### src/hdl/prq_pkg.sv
// Shared types, constants and helpers for the pausable request queue.
`timescale 1ns / 1ps
package prq_pkg;

   // Queue geometry
   localparam int QUEUE_DEPTH = 16;
   localparam int PTR_W       = $clog2(QUEUE_DEPTH);
   localparam int CNT_W       = $clog2(QUEUE_DEPTH + 1);
   localparam int ID_W        = 32;

   // Request operation codes
   localparam logic [2:0] OP_PUSH   = 3'd0;
   localparam logic [2:0] OP_TAKE   = 3'd1;
   localparam logic [2:0] OP_PAUSE  = 3'd2;
   localparam logic [2:0] OP_RESUME = 3'd3;
   localparam logic [2:0] OP_STOP   = 3'd4;

   // Result kinds
   localparam logic [2:0] KIND_GRANTED  = 3'd0;
   localparam logic [2:0] KIND_NONE     = 3'd1;
   localparam logic [2:0] KIND_RELEASED = 3'd2;
   localparam logic [2:0] KIND_PUSHED   = 3'd3;
   localparam logic [2:0] KIND_FULL     = 3'd4;
   localparam logic [2:0] KIND_ACK      = 3'd5;

   localparam logic [6:0] STOP_CODE = 7'd100;
   localparam logic [6:0] NO_CODE   = 7'd0;

   // Register map
   localparam logic REG_TAKE_LIMIT   = 1'b0;
   localparam logic [7:0] TAKE_LIMIT_RESET = 8'd4;

   // One queue slot
   typedef struct packed {
      logic            hold;
      logic [ID_W-1:0] id;
   } entry_type;

   // Queue memory write and read request
   typedef struct packed {
      logic             wr_en;
      logic [PTR_W-1:0] wr_addr;
      entry_type        wr_data;
      logic             rd_en;
      logic [PTR_W-1:0] rd_addr;
   } mem_req_type;

   // Circular pointer advance
   function automatic logic [PTR_W-1:0] ptr_next(input logic [PTR_W-1:0] p);
      logic [PTR_W-1:0] r;
      if (p == PTR_W'(QUEUE_DEPTH - 1)) begin
         r = '0;
      end else begin
         r = p + 1'b1;
      end
      return r;
   endfunction

endpackage

### src/hdl/prq_ram.sv
// Queue slot memory: one write port, one read port, registered read data.
`timescale 1ns / 1ps
module prq_ram (
   input  logic                clock,
   input  prq_pkg::mem_req_type mem_req,
   output prq_pkg::entry_type  rd_data
);
   import prq_pkg::*;

   entry_type mem_ff [QUEUE_DEPTH];
   entry_type rd_data_ff;

   // Write port
   always_ff @(posedge clock) begin
      if (mem_req.wr_en) begin
         mem_ff[mem_req.wr_addr] <= mem_req.wr_data;
      end
   end

   // Read port, registered
   always_ff @(posedge clock) begin
      if (mem_req.rd_en) begin
         rd_data_ff <= mem_ff[mem_req.rd_addr];
      end
   end

   assign rd_data = rd_data_ff;

endmodule

### src/hdl/prq_csr.sv
// Configuration register block: holds the take limit.
`timescale 1ns / 1ps
module prq_csr (
   input  logic        clock,
   input  logic        reset,
   input  logic        csr_psel,
   input  logic        csr_penable,
   input  logic        csr_pwrite,
   input  logic [2:0]  csr_paddr,
   input  logic [31:0] csr_pwdata,
   output logic [31:0] csr_prdata,
   output logic        csr_pready,
   output logic [7:0]  take_limit
);
   import prq_pkg::*;

   logic [7:0] take_limit_ff;
   logic [7:0] take_limit_in;
   logic       wr_hit;

   assign csr_pready = 1'b1;
   assign wr_hit = csr_psel && csr_penable && csr_pwrite && csr_pready
                   && (csr_paddr[2] == REG_TAKE_LIMIT);

   // Register update
   always_comb begin
      take_limit_in = take_limit_ff;
      if (wr_hit) begin
         take_limit_in = csr_pwdata[7:0];
      end
   end

   always_ff @(posedge clock) begin
      if (reset) begin
         take_limit_ff <= TAKE_LIMIT_RESET;
      end else begin
         take_limit_ff <= take_limit_in;
      end
   end

   // Read mux
   always_comb begin
      unique case (csr_paddr[2])
         REG_TAKE_LIMIT: csr_prdata = {24'd0, take_limit_ff};
         default:        csr_prdata = 32'd0;
      endcase
   end

   assign take_limit = take_limit_ff;

endmodule

### src/hdl/prq_ctrl.sv
// Queue sequencer: mode, pointers, scan and compaction, drain and result buffer.
`timescale 1ns / 1ps
module prq_ctrl (
   input  logic                  clock,
   input  logic                  reset,
   input  logic [7:0]            take_limit,
   input  logic                  req_tvalid,
   output logic                  req_tready,
   input  logic [2:0]            req_op,
   input  logic [prq_pkg::ID_W-1:0] req_request_id,
   input  logic                  req_deferrable,
   input  logic [7:0]            req_active_count,
   output logic                  rsp_tvalid,
   input  logic                  rsp_tready,
   output logic [2:0]            rsp_kind,
   output logic [prq_pkg::ID_W-1:0] rsp_out_id,
   output logic [6:0]            rsp_release_code,
   output logic                  rsp_last,
   output prq_pkg::mem_req_type  mem_req,
   input  prq_pkg::entry_type    rd_data
);
   import prq_pkg::*;

   typedef enum logic [3:0] {
      ST_IDLE,
      ST_TAKE_WAIT,
      ST_SCAN_RD,
      ST_SCAN_CHK,
      ST_MOVE_RD,
      ST_MOVE_WR,
      ST_DRAIN_RD,
      ST_DRAIN_WAIT,
      ST_EMIT
   } state_type;

   typedef enum logic [1:0] {
      MODE_RUNNING = 2'd0,
      MODE_STOPPED = 2'd1,
      MODE_PAUSED  = 2'd2
   } mode_type;

   state_type        state_ff, state_in;
   mode_type         mode_ff, mode_in;
   logic [PTR_W-1:0] head_ff, head_in;
   logic [PTR_W-1:0] tail_ff, tail_in;
   logic [CNT_W-1:0] count_ff, count_in;
   logic [PTR_W-1:0] cur_ff, cur_in;
   logic [PTR_W-1:0] idx_ff, idx_in;

   // Pending result, waiting for the output register
   logic [2:0]       pend_kind_ff, pend_kind_in;
   logic [ID_W-1:0]  pend_id_ff, pend_id_in;
   logic [6:0]       pend_code_ff, pend_code_in;
   logic             pend_last_ff, pend_last_in;

   // Output register
   logic             out_valid_ff, out_valid_in;
   logic [2:0]       out_kind_ff, out_kind_in;
   logic [ID_W-1:0]  out_id_ff, out_id_in;
   logic [6:0]       out_code_ff, out_code_in;
   logic             out_last_ff, out_last_in;

   logic             slot_free;
   logic             take_ok;
   logic [CNT_W-1:0] last_idx;

   assign slot_free = !out_valid_ff || rsp_tready;
   assign take_ok   = (req_active_count < take_limit) && (count_ff != '0);
   assign last_idx  = count_ff - CNT_W'(1);

   always_comb begin
      state_in     = state_ff;
      mode_in      = mode_ff;
      head_in      = head_ff;
      tail_in      = tail_ff;
      count_in     = count_ff;
      cur_in       = cur_ff;
      idx_in       = idx_ff;
      pend_kind_in = pend_kind_ff;
      pend_id_in   = pend_id_ff;
      pend_code_in = pend_code_ff;
      pend_last_in = pend_last_ff;
      out_valid_in = out_valid_ff;
      out_kind_in  = out_kind_ff;
      out_id_in    = out_id_ff;
      out_code_in  = out_code_ff;
      out_last_in  = out_last_ff;
      mem_req         = '0;
      mem_req.wr_addr = tail_ff;
      mem_req.rd_addr = head_ff;
      req_tready   = (state_ff == ST_IDLE);

      // Output register drains on handshake
      if (out_valid_ff && rsp_tready) begin
         out_valid_in = 1'b0;
      end

      unique case (state_ff)
         ST_IDLE: begin
            if (req_tvalid) begin
               pend_id_in   = '0;
               pend_code_in = NO_CODE;
               pend_last_in = 1'b1;
               case (req_op)
                  OP_PUSH: begin
                     if (count_ff < CNT_W'(QUEUE_DEPTH)) begin
                        mem_req.wr_en        = 1'b1;
                        mem_req.wr_data.hold = req_deferrable;
                        mem_req.wr_data.id   = req_request_id;
                        tail_in      = ptr_next(tail_ff);
                        count_in     = count_ff + CNT_W'(1);
                        pend_kind_in = KIND_PUSHED;
                     end else begin
                        pend_kind_in = KIND_FULL;
                     end
                     state_in = ST_EMIT;
                  end
                  OP_TAKE: begin
                     if (take_ok && mode_ff == MODE_RUNNING) begin
                        mem_req.rd_en = 1'b1;
                        state_in      = ST_TAKE_WAIT;
                     end else if (take_ok && mode_ff == MODE_PAUSED) begin
                        cur_in   = head_ff;
                        idx_in   = '0;
                        state_in = ST_SCAN_RD;
                     end else begin
                        pend_kind_in = KIND_NONE;
                        state_in     = ST_EMIT;
                     end
                  end
                  OP_PAUSE: begin
                     mode_in      = MODE_PAUSED;
                     pend_kind_in = KIND_ACK;
                     state_in     = ST_EMIT;
                  end
                  OP_RESUME: begin
                     mode_in      = MODE_RUNNING;
                     pend_kind_in = KIND_ACK;
                     state_in     = ST_EMIT;
                  end
                  OP_STOP: begin
                     mode_in  = MODE_STOPPED;
                     state_in = ST_DRAIN_RD;
                  end
                  default: begin
                     // unused codes are dropped without a result
                     state_in = ST_IDLE;
                  end
               endcase
            end
         end

         // Running take: oldest entry comes back from memory
         ST_TAKE_WAIT: begin
            pend_kind_in = KIND_GRANTED;
            pend_id_in   = rd_data.id;
            head_in      = ptr_next(head_ff);
            count_in     = count_ff - CNT_W'(1);
            state_in     = ST_EMIT;
         end

         // Paused take: walk from the head to the first entry without hold
         ST_SCAN_RD: begin
            mem_req.rd_en   = 1'b1;
            mem_req.rd_addr = cur_ff;
            state_in        = ST_SCAN_CHK;
         end

         ST_SCAN_CHK: begin
            if (!rd_data.hold) begin
               pend_kind_in = KIND_GRANTED;
               pend_id_in   = rd_data.id;
               if (idx_ff == '0) begin
                  // oldest entry: just advance the head
                  head_in  = ptr_next(head_ff);
                  count_in = count_ff - CNT_W'(1);
                  state_in = ST_EMIT;
               end else if (CNT_W'(idx_ff) == last_idx) begin
                  // newest entry: pull the tail back
                  tail_in  = cur_ff;
                  count_in = count_ff - CNT_W'(1);
                  state_in = ST_EMIT;
               end else begin
                  state_in = ST_MOVE_RD;
               end
            end else if (CNT_W'(idx_ff) == last_idx) begin
               pend_kind_in = KIND_NONE;
               pend_id_in   = '0;
               state_in     = ST_EMIT;
            end else begin
               cur_in   = ptr_next(cur_ff);
               idx_in   = idx_ff + 1'b1;
               state_in = ST_SCAN_RD;
            end
         end

         // Close the gap: copy each later entry one slot toward the head
         ST_MOVE_RD: begin
            mem_req.rd_en   = 1'b1;
            mem_req.rd_addr = ptr_next(cur_ff);
            state_in        = ST_MOVE_WR;
         end

         ST_MOVE_WR: begin
            mem_req.wr_en   = 1'b1;
            mem_req.wr_addr = cur_ff;
            mem_req.wr_data = rd_data;
            cur_in          = ptr_next(cur_ff);
            idx_in          = idx_ff + 1'b1;
            if (CNT_W'(idx_ff + 1'b1) == last_idx) begin
               tail_in  = ptr_next(cur_ff);
               count_in = count_ff - CNT_W'(1);
               state_in = ST_EMIT;
            end else begin
               state_in = ST_MOVE_RD;
            end
         end

         // Stop: release queued ids oldest first, then acknowledge
         ST_DRAIN_RD: begin
            if (count_ff == '0) begin
               pend_kind_in = KIND_ACK;
               pend_id_in   = '0;
               pend_code_in = NO_CODE;
               pend_last_in = 1'b1;
               state_in     = ST_EMIT;
            end else begin
               mem_req.rd_en = 1'b1;
               state_in      = ST_DRAIN_WAIT;
            end
         end

         ST_DRAIN_WAIT: begin
            pend_kind_in = KIND_RELEASED;
            pend_id_in   = rd_data.id;
            pend_code_in = STOP_CODE;
            pend_last_in = 1'b0;
            head_in      = ptr_next(head_ff);
            count_in     = count_ff - CNT_W'(1);
            state_in     = ST_EMIT;
         end

         // Hand the pending result to the output register
         ST_EMIT: begin
            if (slot_free) begin
               out_valid_in = 1'b1;
               out_kind_in  = pend_kind_ff;
               out_id_in    = pend_id_ff;
               out_code_in  = pend_code_ff;
               out_last_in  = pend_last_ff;
               if (pend_kind_ff == KIND_RELEASED) begin
                  state_in = ST_DRAIN_RD;
               end else begin
                  state_in = ST_IDLE;
               end
            end
         end

         default: begin
            state_in = ST_IDLE;
         end
      endcase
   end

   always_ff @(posedge clock) begin
      if (reset) begin
         state_ff     <= ST_IDLE;
         mode_ff      <= MODE_RUNNING;
         head_ff      <= '0;
         tail_ff      <= '0;
         count_ff     <= '0;
         cur_ff       <= '0;
         idx_ff       <= '0;
         out_valid_ff <= 1'b0;
      end else begin
         state_ff     <= state_in;
         mode_ff      <= mode_in;
         head_ff      <= head_in;
         tail_ff      <= tail_in;
         count_ff     <= count_in;
         cur_ff       <= cur_in;
         idx_ff       <= idx_in;
         out_valid_ff <= out_valid_in;
      end
      pend_kind_ff <= pend_kind_in;
      pend_id_ff   <= pend_id_in;
      pend_code_ff <= pend_code_in;
      pend_last_ff <= pend_last_in;
      out_kind_ff  <= out_kind_in;
      out_id_ff    <= out_id_in;
      out_code_ff  <= out_code_in;
      out_last_ff  <= out_last_in;
   end

   assign rsp_tvalid       = out_valid_ff;
   assign rsp_kind         = out_kind_ff;
   assign rsp_out_id       = out_id_ff;
   assign rsp_release_code = out_code_ff;
   assign rsp_last         = out_last_ff;

endmodule

### src/hdl/pausable_request_queue.sv
// Top level of the pausable request queue.
`timescale 1ns / 1ps
// Ordered queue of up to 16 request ids kept in a circular slot memory with a
// registered read. A request is taken only while the block is idle and yields
// its results through a one-deep output register, so the next request can be
// taken while a result waits. A paused take reads the slots one at a time from
// the oldest and, when the granted entry sits between head and tail, copies
// every later entry down one slot. Stop releases each queued id, oldest first,
// then acknowledges with tlast set. Results stall on rsp_tready without loss.
module pausable_request_queue (
   input  logic        clock,
   input  logic        reset,
   // request channel
   input  logic        req_tvalid,
   output logic        req_tready,
   input  logic [47:0] req_tdata,   // request_id[31:0], deferrable[32], active_count[40:33]
   input  logic [2:0]  req_tuser,   // op[2:0]
   // result channel
   output logic        rsp_tvalid,
   input  logic        rsp_tready,
   output logic [39:0] rsp_tdata,   // out_id[31:0], release_code[38:32]
   output logic [2:0]  rsp_tuser,   // kind[2:0]
   output logic        rsp_tlast,
   // configuration port
   input  logic        csr_psel,
   input  logic        csr_penable,
   input  logic        csr_pwrite,
   input  logic [2:0]  csr_paddr,
   input  logic [31:0] csr_pwdata,
   output logic [31:0] csr_prdata,
   output logic        csr_pready
);
   import prq_pkg::*;

   logic [7:0]      take_limit;
   mem_req_type     mem_req;
   entry_type       rd_data;
   logic [ID_W-1:0] out_id;
   logic [6:0]      release_code;

   prq_csr u_csr (
      .clock       (clock),
      .reset       (reset),
      .csr_psel    (csr_psel),
      .csr_penable (csr_penable),
      .csr_pwrite  (csr_pwrite),
      .csr_paddr   (csr_paddr),
      .csr_pwdata  (csr_pwdata),
      .csr_prdata  (csr_prdata),
      .csr_pready  (csr_pready),
      .take_limit  (take_limit)
   );

   prq_ram u_ram (
      .clock   (clock),
      .mem_req (mem_req),
      .rd_data (rd_data)
   );

   prq_ctrl u_ctrl (
      .clock            (clock),
      .reset            (reset),
      .take_limit       (take_limit),
      .req_tvalid       (req_tvalid),
      .req_tready       (req_tready),
      .req_op           (req_tuser),
      .req_request_id   (req_tdata[31:0]),
      .req_deferrable   (req_tdata[32]),
      .req_active_count (req_tdata[40:33]),
      .rsp_tvalid       (rsp_tvalid),
      .rsp_tready       (rsp_tready),
      .rsp_kind         (rsp_tuser),
      .rsp_out_id       (out_id),
      .rsp_release_code (release_code),
      .rsp_last         (rsp_tlast),
      .mem_req          (mem_req),
      .rd_data          (rd_data)
   );

   // Pack result payload, zero fill to whole bytes
   assign rsp_tdata = {1'b0, release_code, out_id};

endmodule

### config.mk
export PLATFORM = sky130hd
export DESIGN_NAME = pausable_request_queue
export DESIGN_NICKNAME = d
export VERILOG_FILES = /design/src/hdl/prq_pkg.sv /design/src/hdl/prq_ram.sv /design/src/hdl/prq_csr.sv /design/src/hdl/prq_ctrl.sv /design/src/hdl/pausable_request_queue.sv
export SDC_FILE = /design/constraint.sdc
export NUM_CORES = 1
export LEC_CHECK = 0
export CAP_MARGIN = 20
export CORE_UTILIZATION = 25
export DETAILED_ROUTE_END_ITERATION = 10
export DONT_BUFFER_PORTS = 1
export GPL_TIMING_DRIVEN = 0
export PLACE_DENSITY = 0.5
export SLEW_MARGIN = 0
export SYNTH_ARGS = -nofsm -noshare
export SYNTH_HDL_FRONTEND = slang
export SYNTH_HIERARCHICAL = 1
export SYNTH_SLANG_ARGS = --single-unit
### constraint.sdc
create_clock -name clock -period 5.45 [get_ports clock]
set_input_delay 1.09 -clock clock [delete_from_list [all_inputs] [get_ports clock]]
set_output_delay 1.09 -clock clock [all_outputs]
set_load 0.005 [all_outputs]
==> results.md, run 1 <==
- Routed via count: 14.4k
- Sequential element share of the synthesized area: 73.0%
- Wire length of the first global-routing pass: 105000 um
- Count of routing violations after the opening detailed-route iteration: 1360
- Pwr/cell area: 357 mW/mm^2
- Proportion of power drawn by flip-flops and latches: 49.7%
- Area fraction in compound gates after synthesis: 5.97%
- Worst stage delay on the critical path: 820 ps
- Number of global-route vias before repair: 14.5k
- Final critical path time including I/O delays and setup: 4890 ps
- Master cell of the clock root buffer: clkbuf_16
- Most used flip-flop cell after synthesis: edfxtp_1
- Slew Viols, Final: 0
- Maximum clock skew at final layout: 25.1 ps
- Register bit total from synthesis: 671
- Remaining routing DRC violations: 0
- Hold slack final: 405 ps
- Antenna violations before repair: 5
- Required time of the critical path: 5770 ps
- GRT Overall Usage: 13.2%
- Maximum clock rate: 0.204 GHz
- ANT nets after route: 0
- Unique masters post-synth: 71
- Maximum net fanout on the critical path: 10
- Most used cells in the layout excluding fill and tap cells: 635 x edfxtp_1, 113 x mux4_2, 80 x clkbuf_16
- Xor/xnor share of the synthesized area: 0.452%
- Total Routed Length: 73500 um
- DRT met1 WL: 32600 um
- Total of cells resized after clock tree synthesis: 0
- Endpoint class of the critical path: flop
- Worst setup path category: flop to flop
- Crit path cell chain: clkbuf_1 -> nand2_1 -> nor2_1 -> clkbuf_1 -> buf_1 -> o21ai_0 -> nand3b_1 -> nor3_2 -> buf_8 -> buf_6 -> buf_4
- Final worst path period share: 89.7%
- Number of enable flip-flop cells after synthesis: 635
- Post-synthesis simple-gate area fraction: 4.83%
- Layout filler cell count: 10.4k
- Final GP Congestion: 0.813
- Initial cell density of the core: 25.3%
- Chip height: 331 um
- Final layout net count: 1722
- Per-cell via count in the routed design: 4.68
- TritonCTS buffer count: 79
- Count of inserted antenna diode cells: 0
- Synth warnings: 6
- First drt pass iteration count: 5
- Share of total power in combinational logic: 6.5%
- Critical path's most frequent cell: clkbuf_1
- Least setup slack across all paths after layout: 559 ps
- Switching power total: 0.00261 W
- Clock edge transition at the registers on the reported setup and hold paths: 60 ps
- Async set-reset flop share out of synthesis: 0%
- Number of top-level pins: 172
- Die span in x: 331 um
- Multiplexer fraction of the synthesized cell area: 12.1%
- Fraction of power consumed by the clock network: 43.8%
- Grt ovf: 0
- DP Worst Slack: 654 ps
- Startpoint type of the worst setup path: flop
- Post-CTS Hold Fix Bufs: 0
- Deepest clock path buffer count: 3
- Internal Dissipation: 0.00893 W
- Main combinational cell family by area after synthesis: multiplexers
- Switching fraction of total power: 22.7%
- Detailed placement HPWL: 47900 um
- Post-CTS repair timing setup buffer count: 0
- Core area: 0.107 sq mm
- Area growth syn-to-layout: 19.1%
- Synthesized-area fraction occupied by adder cells: 0.692%
- Synth Cell Area: 0.0271 sq mm
- Synthesized instance count: 1463
- Met3 WL: 4420 um
- Gate family responsible for the most delay along the worst path: buffers and inverters
- Rows: 120
- Most common cell after layout, fill and taps aside: edfxtp_1
- Setup violations, final: 0
- Max_slew headroom: 28.6%
- CP Buf/Inv Count: 6
- Footprint of the multi-input gates: 0.00677 sq mm
- Worst supply voltage drop on vdd: 0.211 mV
- H-tree depth reported by CTS: 3
- TritonCTS clock tree: yes
- Static leakage: 11.2 nW
- Sink Count: 671
- Total negative setup slack: 0 ps
- Max-cap viol count: 0
- Mean area per synthesized cell: 18.5 sq um
- Final-report hold violation count: 0
- Core Util, Final: 30.1%
- Overall die area: 0.110 sq mm
- Maximum number of pins on one net before global-route repair: 24
- Status: finished clean
- Slew at the pin with the worst max-slew slack: 1070 ps
- Setup repair after global routing missed its margin: false
- Standard cell with the maximum stage delay on the critical path: nor3_2
- Highest routed layer: met5
- Fraction of layout cells with a size suffix above 1: 22.3%
- Routed wire length on met2: 35300 um
- Worst path arrival time: 5210 ps
- Type of the tightest min-delay check: flop to flop
- Latest clock arrival within the worst-skew pair: 630 ps
- FF+latch area: 0.0198 sq mm
- Average wire per cell in the routed design: 23.9 um
- Port Buf Inserts: 0
power groups by stage:
stage          Combinational [W]  Sequential [W]  Clock, W
5_1_grt                 0.000802         0.00575   0.00538
4_1_cts                 0.000755         0.00574   0.00519
2_1_floorplan           0.000508         0.00583         0
3_5_place_dp            0.000750         0.00585         0
6_report                0.000745         0.00574   0.00506
3_3_place_gp            0.000712         0.00586         0
worst paths after layout:
check                             start                     to  slack (ps)  cells after the start
setup / recovery     u_ctrl/state_ff[0]    u_ram/mem_ff[8][20]         560                     11
hold / removal    u_ctrl/pend_id_ff[22]  u_ctrl/rsp_out_id[22]         410                      0
setup reg to reg     u_ctrl/state_ff[0]    u_ram/mem_ff[8][20]         560                     11
hold reg to reg   u_ctrl/pend_id_ff[22]  u_ctrl/rsp_out_id[22]         410                      0
metal layers:
metal | track usage, % | vias to the layer above
met1 | 18.0 | 7644
met5 | 0 | -
met4 | 2.72 | 6
met2 | 21.6 | 481
met3 | 2.86 | 98
li1 | - | 6200
worst register-to-register path: cells and delay by family, from the launching register on:
kind,cells,cell delay (ps)
buffers and inverters,6,1960
AO/OA/AOI/OAI,1,290
AND/OR/NAND/NOR,4,1950
flip-flops,1,370
logic make-up after synthesis:
logic type | count (synthesis)
flops | 671
other cells | 4
buf+inv | 132
xor+xnor | 14
simple gates | 252
mux | 156
compound gates | 219
fa+ha+maj | 15
final cells by class:
| class | instances | share of cell area, % |
|---|---|---|
| clock inverters | 53 | 1.33 |
| well taps | 1403 | 5.43 |
| multi-input cells | 686 | 20.9 |
| repair buffers | 44 | 2.22 |
| clock buffers | 93 | 6.38 |
| flip-flops and latches | 671 | 61.2 |
| inverters | 20 | 0.232 |
| plain buffers | 112 | 2.22 |
synthesized netlist by cell type, types with 6 or more instances:
library cell / n / area share, %
edfxtp_1: 635 / 70
mux4_2: 113 / 9.4
nand2_1: 73 / 1.0
a22oi_1: 70 / 1.9
nor2_1: 49 / 0.68
clkbuf_1: 41 / 0.57
dfxtp_1: 36 / 2.7
a22o_1: 34 / 1.1
and2_1: 34 / 0.78
buf_4: 34 / 0.94
a21oi_1: 32 / 0.59
o21ai_0: 25 / 0.46
nand2b_1: 23 / 0.53
inv_1: 20 / 0.28
mux2i_1: 20 / 0.74
mux4_1: 19 / 1.8
buf_2: 15 / 0.28
ha_1: 15 / 0.69
nor2b_1: 15 / 0.35
nand3_1: 12 / 0.22
nor3_1: 11 / 0.20
buf_1: 10 / 0.14
xnor2_1: 9 / 0.29
and2b_2: 8 / 0.26
a221oi_1: 6 / 0.19
buf_12: 6 / 0.44
o211a_1: 6 / 0.22
state kept, by name, summed over array words and instances (netlist names), 5 cells and up:
register	count
u_ctrl/pend_id_ff	32
u_ram/mem_ff	528
u_csr/take_limit	8
u_ctrl/count_ff	5
u_ctrl/rsp_out_id	32
u_ram/rd_data	33
stage by stage:
step	instance area, sq um	power [W]	cells
after floorplan	27200	0.00634	1489
after global placement	29000	0.00657	2892
after detailed placement	29800	0.00660	2935
after CTS	32300	0.0117	3081
after global routing	32300	0.0119	3082
final	32300	0.0115	3082
No activity file was read; power rests on OpenSTA's default activity.
==> run 2, diff against run 1 <==
--- a/config.mk
+++ b/config.mk
@@ -6,6 +6,7 @@
 export NUM_CORES = 1
 export LEC_CHECK = 0
 export CAP_MARGIN = 20
+export CORE_ASPECT_RATIO = 0.9
 export CORE_UTILIZATION = 25
 export DETAILED_ROUTE_END_ITERATION = 10
 export DONT_BUFFER_PORTS = 1
==> run 2 against run 1 <==
Net effect: non-clock buffer count is the same; sequential cell count is the same; core utilization grew 0.15 points; fmax shrank 2.7%; final area grew 0.55%; global-route usage shrank 0.20 points; register-to-register slack lost 130 ps; critical path depth shrank 1; sequential share of layout area shrank 0.34 points; die area is essentially flat.
==> results.md, run 2 (synthesized netlist as in run 1, its figures left out) <==
- Total of cells resized after clock tree synthesis: 0 (unchanged)
- FF+latch area: 0.0198 sq mm (unchanged)
- Top register by number of flip-flops: u_ram/mem_ff
- Worst setup path category: flop to flop
- Internal Dissipation: 0.00902 W (+1.1%)
- Maximum net fanout on the critical path: 10 (unchanged)
- Max_slew headroom: 21.0% (-7.5 points)
- FF-to-FF path depth: 10 (-1)
- Average wire per cell in the routed design: 23.1 um (-3.1%)
- Final worst path period share: 92.2% (+2.4 points)
- H-tree depth reported by CTS: 3 (unchanged)
- Deepest clock path buffer count: 3 (unchanged)
- Antenna violations before repair: 9 (+4)
- CP Buf/Inv Count: 5 (-1)
- Layout filler cell count: 10.4k (-0.14%)
- ANT nets after route: 0 (unchanged)
- Setup repair after global routing missed its margin: false
- Most common cell after layout, fill and taps aside: edfxtp_1
- Critical path's most frequent cell: clkbuf_1
- Initial cell density of the core: 25.3% (about the same)
- Total negative setup slack: 0 ps (unchanged)
- Routed via count: 14.4k (-0.11%)
- Wire length of the first global-routing pass: 103000 um (-2.1%)
- Master cell of the clock root buffer: clkbuf_16
- Core area: 0.107 sq mm (about the same)
- Post-CTS Hold Fix Bufs: 0 (unchanged)
- Maximum number of pins on one net before global-route repair: 24 (unchanged)
- Start point of the worst hold path: u_ctrl/pend_id_ff[7]
- Final-report hold violation count: 0 (unchanged)
- Per-cell via count in the routed design: 4.62 (-1.4%)
- GRT Overall Usage: 13.0% (-0.20 points)
- First drt pass iteration count: 5 (unchanged)
- Type of the tightest min-delay check: flop to flop
- Detailed placement HPWL: 48900 um (+2.0%)
- Slack of the worst reg-to-reg path: 430 ps (-130 ps)
- Final GP Congestion: 0.817 (+0.52%)
- Gate family responsible for the most delay along the worst path: simple AND/OR/NAND/NOR gates
- Slew at the pin with the worst max-slew slack: 1180 ps (+113 ps)
- Status: finished clean
- Most used cells in the layout excluding fill and tap cells: 635 x edfxtp_1, 113 x mux4_2, 74 x clkbuf_16
- Pwr/cell area: 357 mW/mm^2 (about the same)
- Number of top-level pins: 172 (unchanged)
- Maximum clock skew at final layout: 32.2 ps (+7.08 ps)
- Count of routing violations after the opening detailed-route iteration: 1307 (-3.9%)
- Core Util, Final: 30.2% (+0.15 points)
- TritonCTS buffer count: 73 (-7.6%)
- Slew Viols, Final: 0 (unchanged)
- Remaining routing DRC violations: 0 (unchanged)
- Worst path arrival time: 5350 ps (+140 ps)
- Required time of the critical path: 5770 ps (about the same)
- Crit path cell chain: clkbuf_1 -> nand2_1 -> nor2_1 -> clkbuf_1 -> buf_1 -> o21ai_0 -> or3b_2 -> nor3_2 -> buf_6 -> buf_4
- Post-CTS repair timing setup buffer count: 0 (unchanged)
- Area growth syn-to-layout: 19.8%
- Worst stage delay on the critical path: 700 ps (-120 ps)
- Standard cell with the maximum stage delay on the critical path: nor3_2
- Fraction of power consumed by the clock network: 44.1% (+0.3 points)
- Switching fraction of total power: 22.2% (-0.43 points)
- Latest clock arrival within the worst-skew pair: 640 ps (about the same)
- Setup violations, final: 0 (unchanged)
- Grt ovf: 0 (unchanged)
- Hold Path Cell Cnt: 0 (unchanged)
- Sink Count: 671 (unchanged)
- Fraction of layout cells with a size suffix above 1: 21.9% (-0.39 points)
- Crit Reg-Reg Startpoint: u_ctrl/state_ff[0]
- Hold Crit Endpoint: u_ctrl/rsp_out_id[7]
- Static leakage: 11.2 nW (about the same)
- Die span in x: 349 um (+5.4%)
- Footprint of the multi-input gates: 0.00677 sq mm (unchanged)
- Share of total power in combinational logic: 6.4% (about the same)
- Number of global-route vias before repair: 14.4k (-0.81%)
- Total Routed Length: 72200 um (-1.8%)
- Overall die area: 0.110 sq mm (about the same)
- Proportion of power drawn by flip-flops and latches: 49.5% (-0.2 points)
- Port Buf Inserts: 0 (unchanged)
- Maximum clock rate: 0.199 GHz (-2.7%)
- Worst supply voltage drop on vdd: 0.195 mV (-7.6%)
- Clock edge transition at the registers on the reported setup and hold paths: 60 ps (about the same)
- Chip height: 314 um (-5.1%)
- Startpoint type of the worst setup path: flop
- TritonCTS clock tree: yes
- Largest register FFs: 528 (unchanged)
- Max-cap viol count: 0 (unchanged)
- Final critical path time including I/O delays and setup: 5020 ps (+133 ps)
- Endpoint class of the critical path: flop
- Worst r2r dst: u_ram/mem_ff[0][15]
- Switching power total: 0.00258 W (-1.4%)
- Final layout net count: 1716 (-0.35%)
- Rows: 114 (-5.0%)
run 2: power by group through the flow:
stage          Combinational, W  Clock [W]  Sequential [W]
2_1_floorplan          0.000508          0         0.00583
3_3_place_gp           0.000710          0         0.00586
3_5_place_dp           0.000750          0         0.00585
4_1_cts                0.000755    0.00526         0.00574
5_1_grt                0.000802    0.00543         0.00575
6_report               0.000739    0.00512         0.00574
run 2: area by class of cell:
cell class	count	share of cell area (%)
Timing Repair Buffer	44	2.49
Sequential cell	671	60.9
Clock buffer	86	5.87
Clock inverter	49	1.85
Buffer	112	2.21
Inverter	20	0.231
Antenna cell	3	0.0231
Tap cell	1450	5.58
Multi-Input combinational cell	686	20.8
run 2: worst max-delay path by stage:
stage	from	to	slack, ps	cells past startpoint
global placement	u_ctrl/state_ff[0]	u_ram/mem_ff[8][14]	-3640	8
floorplan	u_ctrl/state_ff[0]	u_ram/mem_ff[0][0]	480	8
detailed placement	u_ctrl/state_ff[0]	u_ram/mem_ff[0][12]	540	10
global route	u_ctrl/state_ff[0]	u_ram/mem_ff[0][15]	160	10
CTS	u_ctrl/state_ff[0]	u_ram/mem_ff[0][15]	520	10
finish	u_ctrl/state_ff[0]	u_ram/mem_ff[0][15]	430	10
run 2: routing by layer:
layer | up-vias | GRT usage (%) | wire length, um
li1 | 6180 | - | -
met2 | 499 | 20.6 | 33300
met4 | 8 | 3.68 | 1530
met3 | 112 | 3.03 | 5010
met1 | 7614 | 17.8 | 32300
met5 | - | 0 | 49
run 2: stage by stage:
stage               std cells  power [W]  hold WS, ps  setup slack, ps  instance area [sq um]
floorplan                1489    0.00634          400              475                  27200
finish                   3121     0.0116          417              426                  32500
CTS                      3118     0.0118          417              516                  32500
global route             3119     0.0120          422              157                  32500
detailed placement       2983    0.00660          405              538                  30000
global placement         2939    0.00657          406            -3640                  29000
